--- src/hdl/ranged_bit_packer_assert.svh ---
// Assertion macros shared by the ranged bit packer RTL.
`ifndef RANGED_BIT_PACKER_ASSERT_SVH
`define RANGED_BIT_PACKER_ASSERT_SVH

// Consequent must hold in the same cycle as the antecedent.
`define RBP_ASSERT_SAME(label, clk, rst_n, ante, cons) \
  label: assert property (@(posedge clk) disable iff (!rst_n) (ante) |-> (cons)) \
    else $error("ranged_bit_packer: same-cycle check failed");

// Consequent must hold in the cycle after the antecedent.
`define RBP_ASSERT_NEXT(label, clk, rst_n, ante, cons) \
  label: assert property (@(posedge clk) disable iff (!rst_n) (ante) |=> (cons)) \
    else $error("ranged_bit_packer: next-cycle check failed");

`endif

--- src/hdl/rbp_pkg.sv ---
// Shared types, constants and helper functions of the ranged bit packer.
package rbp_pkg;

  localparam int RAW_BITS   = 32;
  localparam int DIGIT_BITS = 8;
  localparam int NUM_DIGITS = RAW_BITS / DIGIT_BITS;
  localparam int CNT_W      = $clog2(NUM_DIGITS);
  localparam int NBITS_W    = 6;
  localparam int EREM_W     = 3;

  typedef enum logic [1:0] {
    OP_UNSIGNED = 2'd0,
    OP_SIGNED   = 2'd1,
    OP_RAW      = 2'd2,
    OP_FLUSH    = 2'd3
  } rbp_op_t;

  typedef enum logic [2:0] {
    ST_IDLE,
    ST_RANGE,
    ST_ERR,
    ST_PACK,
    ST_FLUSH
  } rbp_state_t;

  // Request to the range unit: start pulse and the three order keys.
  typedef struct packed {
    logic                start;
    logic [RAW_BITS-1:0] kv;
    logic [RAW_BITS-1:0] klo;
    logic [RAW_BITS-1:0] khi;
  } rbp_range_req_t;

  // Range unit result, valid in the cycle that done is high.
  typedef struct packed {
    logic                done;
    logic                err;
    logic [NBITS_W-1:0]  nbits;
    logic [RAW_BITS-1:0] data;
  } rbp_range_res_t;

  // Commands to the chunk packer.
  typedef struct packed {
    logic                load;
    logic                step;
    logic                clear;
    logic [RAW_BITS-1:0] data;
    logic [NBITS_W-1:0]  nbits;
  } rbp_pack_cmd_t;

  // Status of the chunk packer.
  typedef struct packed {
    logic       emit;
    logic       emit_last;
    logic       final_step;
    logic       pending;
    logic [7:0] step_byte;
    logic [7:0] partial;
    logic [2:0] used;
  } rbp_pack_stat_t;

  // Mask of the low n bits of a byte, n from 0 to 8.
  function automatic logic [7:0] mask8(input logic [3:0] n);
    logic [8:0] m;
    m = (9'h1 << n) - 9'h1;
    return m[7:0];
  endfunction

  // Number of significant bits in a byte.
  function automatic logic [3:0] bitlen8(input logic [7:0] b);
    logic [3:0] r;
    r = 4'd0;
    for (int i = 0; i < 8; i++) begin
      if (b[i]) begin
        r = 4'(i + 1);
      end
    end
    return r;
  endfunction

endpackage

--- src/hdl/rbp_range_unit.sv ---
// Byte-serial bounds check, offset subtraction and bit-length search.
module rbp_range_unit (
  input  logic                   clk,
  input  logic                   rst_n,
  input  rbp_pkg::rbp_range_req_t req,
  output rbp_pkg::rbp_range_res_t res
);

  logic                          busy_r, busy_nxt;
  logic                          done_r, done_nxt;
  logic [rbp_pkg::CNT_W-1:0]     cnt_r, cnt_nxt;
  logic [rbp_pkg::RAW_BITS-1:0]  kv_r, kv_nxt;
  logic [rbp_pkg::RAW_BITS-1:0]  klo_r, klo_nxt;
  logic [rbp_pkg::RAW_BITS-1:0]  khi_r, khi_nxt;
  logic [rbp_pkg::RAW_BITS-1:0]  data_r, data_nxt;
  logic [rbp_pkg::NBITS_W-1:0]   nbits_r, nbits_nxt;
  logic                          b_vl_r, b_vl_nxt;
  logic                          b_hl_r, b_hl_nxt;
  logic                          b_hv_r, b_hv_nxt;
  logic [8:0]                    d_vl, d_hl, d_hv;

  // One byte of each difference per cycle, least significant byte first.
  always_comb begin
    d_vl = {1'b0, kv_r[7:0]}  - {1'b0, klo_r[7:0]} - {8'd0, b_vl_r};
    d_hl = {1'b0, khi_r[7:0]} - {1'b0, klo_r[7:0]} - {8'd0, b_hl_r};
    d_hv = {1'b0, khi_r[7:0]} - {1'b0, kv_r[7:0]}  - {8'd0, b_hv_r};
  end

  // Sequencing of the four digit steps.
  always_comb begin
    busy_nxt  = busy_r;
    done_nxt  = 1'b0;
    cnt_nxt   = cnt_r;
    kv_nxt    = kv_r;
    klo_nxt   = klo_r;
    khi_nxt   = khi_r;
    data_nxt  = data_r;
    nbits_nxt = nbits_r;
    b_vl_nxt  = b_vl_r;
    b_hl_nxt  = b_hl_r;
    b_hv_nxt  = b_hv_r;
    if (req.start) begin
      busy_nxt  = 1'b1;
      cnt_nxt   = '0;
      kv_nxt    = req.kv;
      klo_nxt   = req.klo;
      khi_nxt   = req.khi;
      nbits_nxt = '0;
      b_vl_nxt  = 1'b0;
      b_hl_nxt  = 1'b0;
      b_hv_nxt  = 1'b0;
    end else if (busy_r) begin
      kv_nxt   = {8'd0, kv_r[rbp_pkg::RAW_BITS-1:8]};
      klo_nxt  = {8'd0, klo_r[rbp_pkg::RAW_BITS-1:8]};
      khi_nxt  = {8'd0, khi_r[rbp_pkg::RAW_BITS-1:8]};
      data_nxt = {d_vl[7:0], data_r[rbp_pkg::RAW_BITS-1:8]};
      b_vl_nxt = d_vl[8];
      b_hl_nxt = d_hl[8];
      b_hv_nxt = d_hv[8];
      // The highest nonzero byte of the range sets its bit length.
      if (d_hl[7:0] != 8'd0) begin
        nbits_nxt = {1'b0, cnt_r, 3'b000} + {2'b00, rbp_pkg::bitlen8(d_hl[7:0])};
      end
      cnt_nxt = cnt_r + 1'b1;
      if (cnt_r == rbp_pkg::CNT_W'(rbp_pkg::NUM_DIGITS - 1)) begin
        busy_nxt = 1'b0;
        done_nxt = 1'b1;
      end
    end
  end

  always_ff @(posedge clk) begin
    if (!rst_n) begin
      busy_r <= 1'b0;
      done_r <= 1'b0;
      cnt_r  <= '0;
    end else begin
      busy_r <= busy_nxt;
      done_r <= done_nxt;
      cnt_r  <= cnt_nxt;
    end
    kv_r    <= kv_nxt;
    klo_r   <= klo_nxt;
    khi_r   <= khi_nxt;
    data_r  <= data_nxt;
    nbits_r <= nbits_nxt;
    b_vl_r  <= b_vl_nxt;
    b_hl_r  <= b_hl_nxt;
    b_hv_r  <= b_hv_nxt;
  end

  // Value below min, value above max, or max not above min.
  always_comb begin
    res.done  = done_r;
    res.err   = b_vl_r | b_hl_r | b_hv_r | (nbits_r == '0);
    res.nbits = nbits_r;
    res.data  = data_r;
  end

endmodule

--- src/hdl/rbp_chunk_packer.sv ---
// Stream byte assembly: one source byte chunk merged per cycle while step is given.
module rbp_chunk_packer (
  input  logic                   clk,
  input  logic                   rst_n,
  input  rbp_pkg::rbp_pack_cmd_t cmd,
  output rbp_pkg::rbp_pack_stat_t stat
);

  logic [7:0]                   partial_r, partial_nxt;
  logic [2:0]                   used_r, used_nxt;
  logic [rbp_pkg::RAW_BITS-1:0] data_r, data_nxt;
  logic [rbp_pkg::NBITS_W-1:0]  rem_r, rem_nxt;
  logic [rbp_pkg::EREM_W-1:0]   erem_r, erem_nxt;
  logic [3:0]                   k, freeb, rest;
  logic [7:0]                   src, hi, step_byte, part_step;
  logic [2:0]                   used_step;
  logic                         emit;
  logic [rbp_pkg::NBITS_W-1:0]  total;

  // Merge the current chunk into the pending byte.
  always_comb begin
    k     = (rem_r > rbp_pkg::NBITS_W'(8)) ? 4'd8 : rem_r[3:0];
    freeb = 4'd8 - {1'b0, used_r};
    src   = data_r[7:0];
    emit  = (k >= freeb);
    rest  = k - freeb;
    hi    = (src >> freeb) & rbp_pkg::mask8(rest);
    step_byte = partial_r | (src & rbp_pkg::mask8(freeb));
    if (emit) begin
      part_step = hi << (4'd8 - rest);
      used_step = rest[2:0];
    end else begin
      part_step = partial_r | ((src & rbp_pkg::mask8(k)) << (freeb - k));
      used_step = used_r + k[2:0];
    end
  end

  // Next state for load, step and clear.
  always_comb begin
    partial_nxt = partial_r;
    used_nxt    = used_r;
    data_nxt    = data_r;
    rem_nxt     = rem_r;
    erem_nxt    = erem_r;
    total       = {3'b000, used_r} + cmd.nbits;
    if (cmd.load) begin
      data_nxt = cmd.data;
      rem_nxt  = cmd.nbits;
      erem_nxt = total[rbp_pkg::NBITS_W-1:3];
    end else if (cmd.step) begin
      partial_nxt = part_step;
      used_nxt    = used_step;
      data_nxt    = {8'd0, data_r[rbp_pkg::RAW_BITS-1:8]};
      rem_nxt     = rem_r - {2'b00, k};
      erem_nxt    = erem_r - {2'b00, emit};
    end else if (cmd.clear) begin
      partial_nxt = '0;
      used_nxt    = '0;
    end
  end

  always_ff @(posedge clk) begin
    if (!rst_n) begin
      partial_r <= '0;
      used_r    <= '0;
      rem_r     <= '0;
      erem_r    <= '0;
    end else begin
      partial_r <= partial_nxt;
      used_r    <= used_nxt;
      rem_r     <= rem_nxt;
      erem_r    <= erem_nxt;
    end
    data_r <= data_nxt;
  end

  always_comb begin
    stat.emit       = emit;
    stat.emit_last  = (erem_r == rbp_pkg::EREM_W'(1));
    stat.final_step = (rem_r <= rbp_pkg::NBITS_W'(8));
    stat.pending    = (used_r != 3'd0);
    stat.step_byte  = step_byte;
    stat.partial    = partial_r;
    stat.used       = used_r;
  end

endmodule

--- src/hdl/ranged_bit_packer.sv ---
// Ranged bit packer top level: control sequencer and output register.
//
// Input channel (in_*): one transfer carries an opcode in in_tuser and the
// value, min and max words in in_tdata. in_tready is high only while the
// block is idle; one item is worked on at a time.
// Output channel (out_*): one transfer per stream byte, an error marker or
// a flushed partial byte; out_tlast marks the final result of an item.
// Sequence of one item, from the accepting edge to being ready again:
//   raw write      load, then one 8-bit chunk per cycle while the output is free,
//   ranged write   byte-serial range check, then load and the chunks of n bits
//                  as for a raw write, n the bit length of max - min;
//   range error    range check, then the error marker; flush: the partial byte, if any.
// The chunk merger emits at most one byte per cycle into a single output
// register; when out_tready is low that register holds its transfer and
// the chunk sequencer waits, so nothing is lost or repeated.
// Synchronous reset clears the pending partial byte, the fill count, the
// sequencer and the output valid flag.
module ranged_bit_packer #(
  parameter int VALUE_WIDTH = 32
) (
  input  logic        clk,
  input  logic        rst_n,
  input  logic        in_tvalid,
  output logic        in_tready,
  input  logic [95:0] in_tdata,   // value[31:0], min_value[63:32], max_value[95:64]
  input  logic [1:0]  in_tuser,   // opcode[1:0]
  output logic        out_tvalid,
  input  logic        out_tready,
  output logic [15:0] out_tdata,  // out_byte[7:0], valid_bits[11:8], zero fill[15:12]
  output logic        out_tuser,  // range_error
  output logic        out_tlast   // last
);

  `include "ranged_bit_packer_assert.svh"

  localparam int         EW       = (VALUE_WIDTH > 32) ? 32 : VALUE_WIDTH;
  localparam logic [63:0] MASK64  = (64'h1 << EW) - 64'h1;
  localparam logic [63:0] SIGN64  = 64'h1 << (EW - 1);
  localparam logic [31:0] VMASK   = MASK64[31:0];
  localparam logic [31:0] SIGNBIT = SIGN64[31:0];

  rbp_pkg::rbp_state_t     state_r, state_nxt;
  rbp_pkg::rbp_op_t        op;
  rbp_pkg::rbp_range_req_t rng_req;
  rbp_pkg::rbp_range_res_t rng_res;
  rbp_pkg::rbp_pack_cmd_t  pk_cmd;
  rbp_pkg::rbp_pack_stat_t pk_stat;

  logic        in_acc;
  logic        out_free;
  logic [31:0] flip;
  logic        out_load;
  logic        out_valid_r, out_valid_nxt;
  logic [7:0]  out_byte_r, out_byte_nxt;
  logic [3:0]  valid_bits_r, valid_bits_nxt;
  logic        err_r, err_nxt;
  logic        last_r, last_nxt;

  assign in_tready = (state_r == rbp_pkg::ST_IDLE);
  assign in_acc    = in_tvalid && in_tready;
  assign out_free  = !out_valid_r || out_tready;
  assign op        = rbp_pkg::rbp_op_t'(in_tuser);

  // Sequencer: next state, unit commands and output register loads.
  always_comb begin
    // Order keys: the sign bit is flipped so signed order becomes unsigned order.
    flip           = (op == rbp_pkg::OP_SIGNED) ? SIGNBIT : 32'd0;
    rng_req.kv     = (in_tdata[31:0]  & VMASK) ^ flip;
    rng_req.klo    = (in_tdata[63:32] & VMASK) ^ flip;
    rng_req.khi    = (in_tdata[95:64] & VMASK) ^ flip;
    state_nxt      = state_r;
    rng_req.start  = 1'b0;
    pk_cmd         = '0;
    out_load       = 1'b0;
    out_byte_nxt   = 8'd0;
    valid_bits_nxt = 4'd0;
    err_nxt        = 1'b0;
    last_nxt       = 1'b0;
    case (state_r)
      rbp_pkg::ST_IDLE: begin
        if (in_acc) begin
          case (op)
            rbp_pkg::OP_FLUSH: begin
              state_nxt = rbp_pkg::ST_FLUSH;
            end
            rbp_pkg::OP_RAW: begin
              pk_cmd.load  = 1'b1;
              pk_cmd.data  = in_tdata[31:0];
              pk_cmd.nbits = rbp_pkg::NBITS_W'(rbp_pkg::RAW_BITS);
              state_nxt    = rbp_pkg::ST_PACK;
            end
            default: begin
              rng_req.start = 1'b1;
              state_nxt     = rbp_pkg::ST_RANGE;
            end
          endcase
        end
      end
      rbp_pkg::ST_RANGE: begin
        if (rng_res.done) begin
          if (rng_res.err) begin
            state_nxt = rbp_pkg::ST_ERR;
          end else begin
            pk_cmd.load  = 1'b1;
            pk_cmd.data  = rng_res.data;
            pk_cmd.nbits = rng_res.nbits;
            state_nxt    = rbp_pkg::ST_PACK;
          end
        end
      end
      rbp_pkg::ST_ERR: begin
        if (out_free) begin
          out_load  = 1'b1;
          err_nxt   = 1'b1;
          last_nxt  = 1'b1;
          state_nxt = rbp_pkg::ST_IDLE;
        end
      end
      rbp_pkg::ST_PACK: begin
        if (out_free) begin
          pk_cmd.step = 1'b1;
          if (pk_stat.emit) begin
            out_load       = 1'b1;
            out_byte_nxt   = pk_stat.step_byte;
            valid_bits_nxt = 4'd8;
            last_nxt       = pk_stat.emit_last;
          end
          if (pk_stat.final_step) begin
            state_nxt = rbp_pkg::ST_IDLE;
          end
        end
      end
      rbp_pkg::ST_FLUSH: begin
        if (!pk_stat.pending) begin
          state_nxt = rbp_pkg::ST_IDLE;
        end else if (out_free) begin
          out_load       = 1'b1;
          out_byte_nxt   = pk_stat.partial;
          valid_bits_nxt = {1'b0, pk_stat.used};
          last_nxt       = 1'b1;
          pk_cmd.clear   = 1'b1;
          state_nxt      = rbp_pkg::ST_IDLE;
        end
      end
      default: begin
        state_nxt = rbp_pkg::ST_IDLE;
      end
    endcase
  end

  // Output valid flag: set on load, cleared once the transfer completes.
  always_comb begin
    if (out_load) begin
      out_valid_nxt = 1'b1;
    end else if (out_tready) begin
      out_valid_nxt = 1'b0;
    end else begin
      out_valid_nxt = out_valid_r;
    end
  end

  always_ff @(posedge clk) begin
    if (!rst_n) begin
      state_r     <= rbp_pkg::ST_IDLE;
      out_valid_r <= 1'b0;
    end else begin
      state_r     <= state_nxt;
      out_valid_r <= out_valid_nxt;
    end
    if (out_load) begin
      out_byte_r   <= out_byte_nxt;
      valid_bits_r <= valid_bits_nxt;
      err_r        <= err_nxt;
      last_r       <= last_nxt;
    end
  end

  rbp_range_unit u_range (
    .clk   (clk),
    .rst_n (rst_n),
    .req   (rng_req),
    .res   (rng_res)
  );

  rbp_chunk_packer u_packer (
    .clk   (clk),
    .rst_n (rst_n),
    .cmd   (pk_cmd),
    .stat  (pk_stat)
  );

  assign out_tvalid = out_valid_r;
  assign out_tdata  = {4'd0, valid_bits_r, out_byte_r};
  assign out_tuser  = err_r;
  assign out_tlast  = last_r;

  // An error result carries no bits and always closes its item.
  `RBP_ASSERT_SAME(a_err_shape, clk, rst_n, out_valid_r && err_r, valid_bits_r == 4'd0 && last_r)
  // A short byte only comes from a flush, which is always the final result.
  `RBP_ASSERT_SAME(a_short_is_last, clk, rst_n, out_valid_r && !err_r && valid_bits_r != 4'd8, last_r)
  // An accepted item always takes the block out of idle.
  `RBP_ASSERT_NEXT(a_accept_busy, clk, rst_n, in_acc, !in_tready)
  // The pending byte stays put while the range check runs.
  `RBP_ASSERT_NEXT(a_range_holds, clk, rst_n, state_r == rbp_pkg::ST_RANGE, $stable(pk_stat.used) && $stable(pk_stat.partial))

endmodule
--- config.mk ---
export PLATFORM = sky130hd
export DESIGN_NAME = ranged_bit_packer
export DESIGN_NICKNAME = d
export VERILOG_FILES = /design/src/hdl/rbp_pkg.sv /design/src/hdl/rbp_range_unit.sv /design/src/hdl/rbp_chunk_packer.sv /design/src/hdl/ranged_bit_packer.sv
export VERILOG_INCLUDE_DIRS = /design/src /design/src/hdl
export SDC_FILE = /design/constraint.sdc
export NUM_CORES = 1
export LEC_CHECK = 0
export ABC_AREA = 1
export BUFFER_PORTS_ARGS = -buffer_cell sky130_fd_sc_hd__buf_2
export CAP_MARGIN = 20
export CORE_MARGIN = 4
export CORE_UTILIZATION = 37
export DETAILED_ROUTE_END_ITERATION = 6
export GPL_TIMING_DRIVEN = 1
export PLACE_DENSITY = 0.58
export SLEW_MARGIN = 20
export SYNTH_ARGS = -nofsm -noshare
export SYNTH_HDL_FRONTEND = slang
export SYNTH_SLANG_ARGS = --single-unit
--- constraint.sdc ---
create_clock -name clk -period 3.7 [get_ports clk]
set_input_delay 0.74 -clock clk [delete_from_list [all_inputs] [get_ports clk]]
set_output_delay 0.74 -clock clk [all_outputs]
set_load 0.02 [all_outputs]
==> metrics, run 1 <==
outcome=finished, final reports clean; first-pass GRT wire length=46.7 mm; post-DR vias/cell=slightly below 5; die area=between 30,000 and 40,000 sq um; switching share of power=34.0%; die span in x=188 um; FILL cells=3,167; Clk Latency, worst-skew pair=550 ps; Antenna diodes=0; GR Util All Layers=16.1%; worst hold start=u_range.data_r[10]; Max-slew headroom=a little over half; post-layout util=44.2%; Mapped Cells=~1,400; setup slack, reg-to-reg=310 ps; register bit total from synthesis=approximately 210; vias in the first global route=9,064; DRT iter0 DRCs=683; Met3 Wirelength=1.40 mm; power share of the clock group=30.2%; Max-Cap Viols=0; Power Internal=approximately 5.4 mW; r2r startpoint=u_packer.rem_r[4]; post-synthesis cell type count=55; sequential cell fraction of total power=39.4%; CTS tree=done; CP Capture Type=flop; warnings from Yosys=0; skew final=23.2 ps; routed vias=9,396; first drt pass iteration count=5; crit path max fanout=5; Hold-fix buffers, CTS=0; max-slew violations=0; maximum vdd drop=0.000394 V; gr ovfl total=0; Bufs on Longest Clock Path=3; Power Density=581 nW/um^2; P_leak=6.31 nW; Post-Route M1 WL=13.3 mm; Min-Delay Endpoint=u_range.data_r[2]; final setup TNS=0 ps; largest net degree at the start of global routing=slightly above 70; critical-path cell list=inv_1 -> nand2_1 -> nor2_4 -> nand2_1 -> ha_1 -> fa_2 -> nand2_1 -> inv_1 -> ha_2 -> nand2_4 -> ha_1 -> xnor2_2 -> nand2_1 -> nand2_1 -> nand3_1 -> nand3_1 -> nand2_1 -> inv_1 -> nand2_1 -> nand2_1 -> nand2_1 -> a21oi_1; number of flops mapped to enable cells by yosys=174; RR Endpoint=u_packer.partial_r[6]; TritonCTS Sinks=211; startpoint types=flop; nets=1,702; Root Buffer=clkbuf_16; total CTS buffers=26; htree depth=1; layout cell share with drive strength beyond 1=15.9%; DP HPWL=21.1 mm; row count=65; initial antenna violation count=0; Comb pwr share=30.4%; Chip Height=~190 um; wire per inst=about 15 um; CP Data Arrival Time=3860 ps; most frequent CP cell=nand2_1; clock slew at reported path FFs=60 ps; drt drc=0; highest routed metal layer=met4; post-route ant nets=0; fin crit period=between 3000 and 4000 ps; WS Path Type=reg -> reg; worst slew pin tran=717 ps; GPL Wtd Cong=0.957; part of the Yosys area used for sequential elements=49.9%; Hold WC Path Type=reg -> reg; R2R cell count=22; Avg Inst Size Synth=8.63 sq um; Worst EP required=4170 ps; Core Box Area=between 30,000 and 40,000 sq um; Fin. Hold Viols=0; Area Overhead vs Synth=17.2%; Max Freq=0.295 GHz; switching power=2.77 mW; Total Wirelength=just under 30 mm; period utilisation layout=91.7%; CP peak stage delay=590 ps; hold slack=441 ps; async set-reset flop share out of synthesis=0%; PortBufs=117; Main synth FF type=edfxtp_1; Syn Std Cell Area=12,000 sq um; WHS Path Cells=0; Critical-path top delay cell=fa_2; RSZ-0062 raised after global routing=no; metal2 WL=13.9 mm; final setup vio count=0; io pins=122; Starting Density=between 30% and 40%
==> cells in the mapped netlist (11+ instances only) <==
library cell,number,area [sq um]
a21oi_1,57,285
clkbuf_1,29,109
dfxtp_1,37,741
edfxtp_1,174,5230
ha_1,68,851
inv_1,204,766
inv_2,12,45.0
nand2_1,392,1470
nand3_1,52,260
nor2_1,105,394
o211ai_1,35,263
o21ai_0,76,380
xnor2_1,11,96.3
xor2_1,16,140
==> power by group through the flow <==
stage | clock (mW) | combinational, mW | sequential [mW]
3_3_place_gp | 0 | 2.45 | 3.26
5_1_grt | 2.61 | 2.86 | 3.25
3_5_place_dp | 0 | 2.47 | 3.26
2_1_floorplan | 0 | 1.80 | 3.24
6_report | 2.46 | 2.48 | 3.21
4_1_cts | 2.52 | 2.49 | 3.22
==> sequential cells by signal, summed over array words and instances (netlist names), 4 cells and up <==
register	count
u_packer.rem_r	6
u_range.kv_r	32
u_range.klo_r	32
out_byte_r	8
u_range.khi_r	32
u_range.data_r	32
valid_bits_r	4
u_range.nbits_r	6
u_packer.data_r	32
u_packer.partial_r	8
==> routing by layer <==
| layer | track usage (%) | vias to the layer above |
|---|---|---|
| met5 | 0 | - |
| met4 | 4.04 | 0 |
| met3 | 3.00 | 46 |
| met2 | 27.6 | 200 |
| met1 | 21.2 | 4324 |
| li1 | - | 4826 |
==> cells by family after synthesis <==
kind of cell	count (synthesis)	share of synthesized area, %
other cells	2	0.0628
buf+inv	261	8.50
fa+ha+maj	75	8.28
compound gates	215	10.8
simple gates	595	20.4
flops	211	49.9
xor+xnor	28	2.11
==> worst max path at each step <==
stage | cells past startpoint | from | endpoint | slack [ps]
after detailed placement | 20 | u_packer.rem_r[4] | u_packer.partial_r[7] | 330
after global placement | 21 | u_packer.rem_r[0] | u_packer.partial_r[7] | 380
after CTS | 21 | u_packer.rem_r[0] | u_packer.partial_r[7] | 310
after global routing | 22 | u_packer.rem_r[4] | u_packer.partial_r[6] | 20
after floorplan | 17 | u_packer.used_r[0] | u_packer.erem_r[2] | 350
final | 22 | u_packer.rem_r[4] | u_packer.partial_r[6] | 310
==> cells in the final DEF (no fill, tap or decap), types with 8 or more instances in the layout <==
master / instances
inv_2: 12
nand4_1: 8
clkbuf_16: 26
o21ai_0: 76
xor2_1: 16
nor3_1: 10
o211ai_1: 35
edfxtp_1: 174
buf_4: 31
xnor2_1: 10
ha_1: 67
nor2_1: 103
a21oi_1: 57
inv_1: 203
nand2_1: 390
nor2_2: 8
dfxtp_1: 37
nand3_1: 52
buf_2: 117
==> repair_timing <==
action / 4_1_cts / 5_1_grt
gates resized for setup: 0 / 4
endpoints found under the hold margin: 0 / 0
setup buffers: 0 / 0
endpoints found under the setup margin: 0 / 3
==> metrics by stage <==
| step | area, sq um | power, mW | worst slack (ps) | instances |
|---|---|---|---|---|
| final | 14000 | 8.15 | 306 | 1947 |
| after floorplan | 12000 | 5.04 | 354 | 1390 |
| after CTS | 14000 | 8.23 | 306 | 1946 |
| after detailed placement | 13200 | 5.73 | 326 | 1898 |
| after global routing | 14000 | 8.73 | 23.4 | 1947 |
| after global placement | 13200 | 5.71 | 383 | 1898 |
==> critical path, delay by kind of cell, from the launching register on <==
| family | cells | cell delay (ps) |
|---|---|---|
| compound gates | 1 | 110 |
| xor+xnor | 1 | 190 |
| fa+ha+maj | 4 | 1310 |
| buf+inv | 3 | 250 |
| flops | 1 | 340 |
| simple gates | 13 | 1130 |
==> area by class of cell <==
cell class | instances | area, sq um | share of cell area, %
well taps | 402 | 503 | 3.59
clock buffers | 30 | 666 | 4.74
clock inverters | 18 | 168 | 1.20
multi-input cells | 918 | 5030 | 35.8
inverters | 217 | 815 | 5.81
flip-flops and latches | 211 | 5970 | 42.5
repair buffers | 151 | 886 | 6.31
(Power assumes the default switching activity.)
==> run 2, diff against run 1 <==
- clock period: 3.7 -> 2.9 ns (I/O delays scaled with it)
==> run 2 against run 1 <==
The flow now finishes with violations (setup timing). Via count rose by 4.4%. Worst hold slack got worse by 110 ps. Combinational power rose by 48%. Flip-flop and latch count did not move. Total power rose by 33%. Sequential share of layout area fell by 2.7 points. Final area rose by 7.0%. Worst setup slack got worse by 330 ps. Critical endpoint unchanged. Largest power group unchanged. Highest routed layer unchanged.
==> metrics, run 2 (synthesis results as in run 1) <==
post-route ant nets=0 (unchanged); commonest non-fill, non-tap cell in the layout=nand2_1 (unchanged); DP HPWL=21.4 mm (was 21.1 mm); Total Wirelength=30.3 mm (was 29.3 mm); DRT iter0 DRCs=545 (was 683); Clk Latency, worst-skew pair=510 ps (was 550 ps); clock slew at reported path FFs=60 ps (about the same); startpoint types=flop (unchanged); Max Freq=0.342 GHz (was 0.295 GHz); Max-slew headroom=50.2% (was 52.2%); period utilisation layout=101% (was 91.7%); fin crit period=2930 ps (was 3390 ps); Chip Height=188 um (unchanged); die span in x=188 um (unchanged); GR peak layer=met2 (unchanged); Power Density=725 nW/um^2 (was 581 nW/um^2); first-pass GRT wire length=48.7 mm (was 46.7 mm); wire per inst=15.0 um (about the same); final setup vio count=2 (was 0); Final Non-Filler Cells=2,027 (was 1,947); outcome=finished with violations (was finished, final reports clean); CP peak stage delay=610 ps (was 590 ps); GR Util All Layers=16.8% (was 16.1%); initial antenna violation count=0 (unchanged); Worst EP required=3350 ps (was 4170 ps); grt met1 use=22.0% (was 21.2%); final worst setup slack=-25.3 ps (was 306 ps); first drt pass iteration count=5 (unchanged); Fin. Hold Viols=0 (unchanged); maximum vdd drop=0.000413 V (was 0.000394 V); met3 global-route usage=2.51% (was 3.00%); most frequent cells in the layout=378 x nand2_1, 194 x inv_1, 174 x edfxtp_1 (was 390 x nand2_1, 203 x inv_1, 174 x edfxtp_1); violated checks=setup timing; CP Capture Type=flop (unchanged); WS Path Type=reg -> reg (unchanged); layout cell share with drive strength beyond 1=23.9% (was 15.9%); skew final=6.56 ps (was 23.2 ps); total CTS buffers=24 (was 26); met2 Use GR=29.0% (was 27.6%); DP Cell Count=1,945 (was 1,898); hold slack=335 ps (was 441 ps); GPL Wtd Cong=0.932 (was 0.957); vias in the first global route=9,649 (was 9,064); gr ovfl total=0 (unchanged); max-slew violations=0 (unchanged); Root Buffer=clkbuf_16 (unchanged); Max-Cap Viols=0 (unchanged); Antenna diodes=0 (unchanged); Hold WC Path Type=in -> reg (was reg -> reg); P_leak=6.77 nW (was 6.31 nW); largest net degree at the start of global routing=72 (unchanged); Critical-path top delay cell=fa_2 (unchanged); Starting Density=37.7% (unchanged); htree depth=1 (unchanged); post-layout util=47.3% (was 44.2%); post-DR vias/cell=4.84 (was 4.83); row count=65 (unchanged); Core Box Area=31,700 sq um (unchanged); most frequent CP cell=nand2_1 (unchanged); critical-path cell list=inv_4 -> nand2_4 -> nor2_4 -> o21ai_2 -> nor2_4 -> inv_2 -> fa_2 -> nand2_2 -> inv_4 -> ha_4 -> nand2_4 -> ha_4 -> xnor2_4 -> nand2_1 -> nand2_2 -> nand3_2 -> nand3_2 -> nand2_1 -> inv_1 -> nand2_1 -> nand2_1 -> nand2_1 -> a21oi_1 (was inv_1 -> nand2_1 -> nor2_4 -> nand2_1 -> ha_1 -> fa_2 -> nand2_1 -> inv_1 -> ha_2 -> nand2_4 -> ha_1 -> xnor2_2 -> nand2_1 -> nand2_1 -> nand3_1 -> nand3_1 -> nand2_1 -> inv_1 -> nand2_1 -> nand2_1 -> nand2_1 -> a21oi_1); crit path max fanout=5 (unchanged); nets=1,784 (was 1,702); PortBufs=117 (unchanged); Area Overhead vs Synth=25.4% (was 17.2%); total power=10.9 mW (was 8.15 mW); RSZ-0062 raised after global routing=yes (was no); FILL cells=3,051 (was 3,167); drt drc=0 (unchanged); Bufs on Longest Clock Path=3 (unchanged); TritonCTS Sinks=211 (unchanged); io pins=122 (unchanged); CTS tree=done (unchanged); routed vias=9,807 (was 9,396); CP Data Arrival Time=3370 ps (was 3860 ps); worst slew pin tran=746 ps (was 717 ps); die area=35,300 sq um (unchanged)
## run 2: cell types whose count changed in the layout (fill, tap and decap cells not counted), moves of 7 or more
cell	before	now
buf_4	31	110
nand2_1	390	378
ha_1	67	57
nand2_2	7	17
inv_1	203	194
ha_4	0	8
dfxtp_1	37	30
inv_2	12	19
## run 2: stage by stage
stage          setup WS, ps  setup TNS, ps  area (sq um)
5_1_grt                -235          -1200         15000
2_1_floorplan         -20.9          -20.9         12100
3_5_place_dp           -144           -869         13700
3_3_place_gp          -74.0           -395         13700
4_1_cts                2.87              0         14800
6_report              -25.3          -46.2         15000
## run 2: layer usage
| metal | up-vias | wire (um) |
|---|---|---|
| li1 | 4966 | - |
| met1 | 4543 | 13300 |
| met2 | 239 | 14700 |
| met3 | 59 | 1580 |
| met4 | 0 | 765 |
| met5 | - | 0 |
## run 2: worst paths after layout
path                            from               endpoint  slack, ps  depth (start not counted)
setup / recovery   u_packer.rem_r[0]  u_packer.partial_r[6]        -30                         23
setup reg to reg   u_packer.rem_r[0]  u_packer.partial_r[6]        -30                         23
hold reg to reg   u_range.data_r[10]      u_range.data_r[2]        450                          0
hold / removal          in_tdata[86]      u_range.khi_r[22]        330                          3
## run 2: critical path: cells and delay by family (launching register included)
kind,cells,cell delay [ps]
flops,1,360
compound gates,2,210
fa+ha+maj,3,940
buf+inv,4,240
simple gates,13,950
xor+xnor,1,180
## run 2: cell type report
type / count / area (sq um) / area share [%]
Tap cell: 402 / 503 / 3.35
Sequential cell: 211 / 5980 / 39.9
Clock buffer: 26 / 629 / 4.19
Multi-Input combinational cell: 918 / 5330 / 35.5
Inverter: 217 / 826 / 5.50
Timing Repair Buffer: 235 / 1560 / 10.4
Clock inverter: 18 / 180 / 1.20
## run 2: power breakdown
group | leakage, nW | internal, mW | total, mW | switching (mW)
clock network | 0.402 | 1.91 | 3.10 | 1.19
logic | 4.42 | 1.47 | 3.67 | 2.20
registers | 1.95 | 3.90 | 4.11 | 0.204
total | 6.77 | 7.28 | 10.9 | 3.59
## run 2: repair_timing
item / in CTS / in global routing
gates resized for setup: 24 / 45
setup endpoints to repair: 12 / 16
pin swaps: 11 / 27
buffers inserted: 31 / 8
hold buffers: 0 / 0
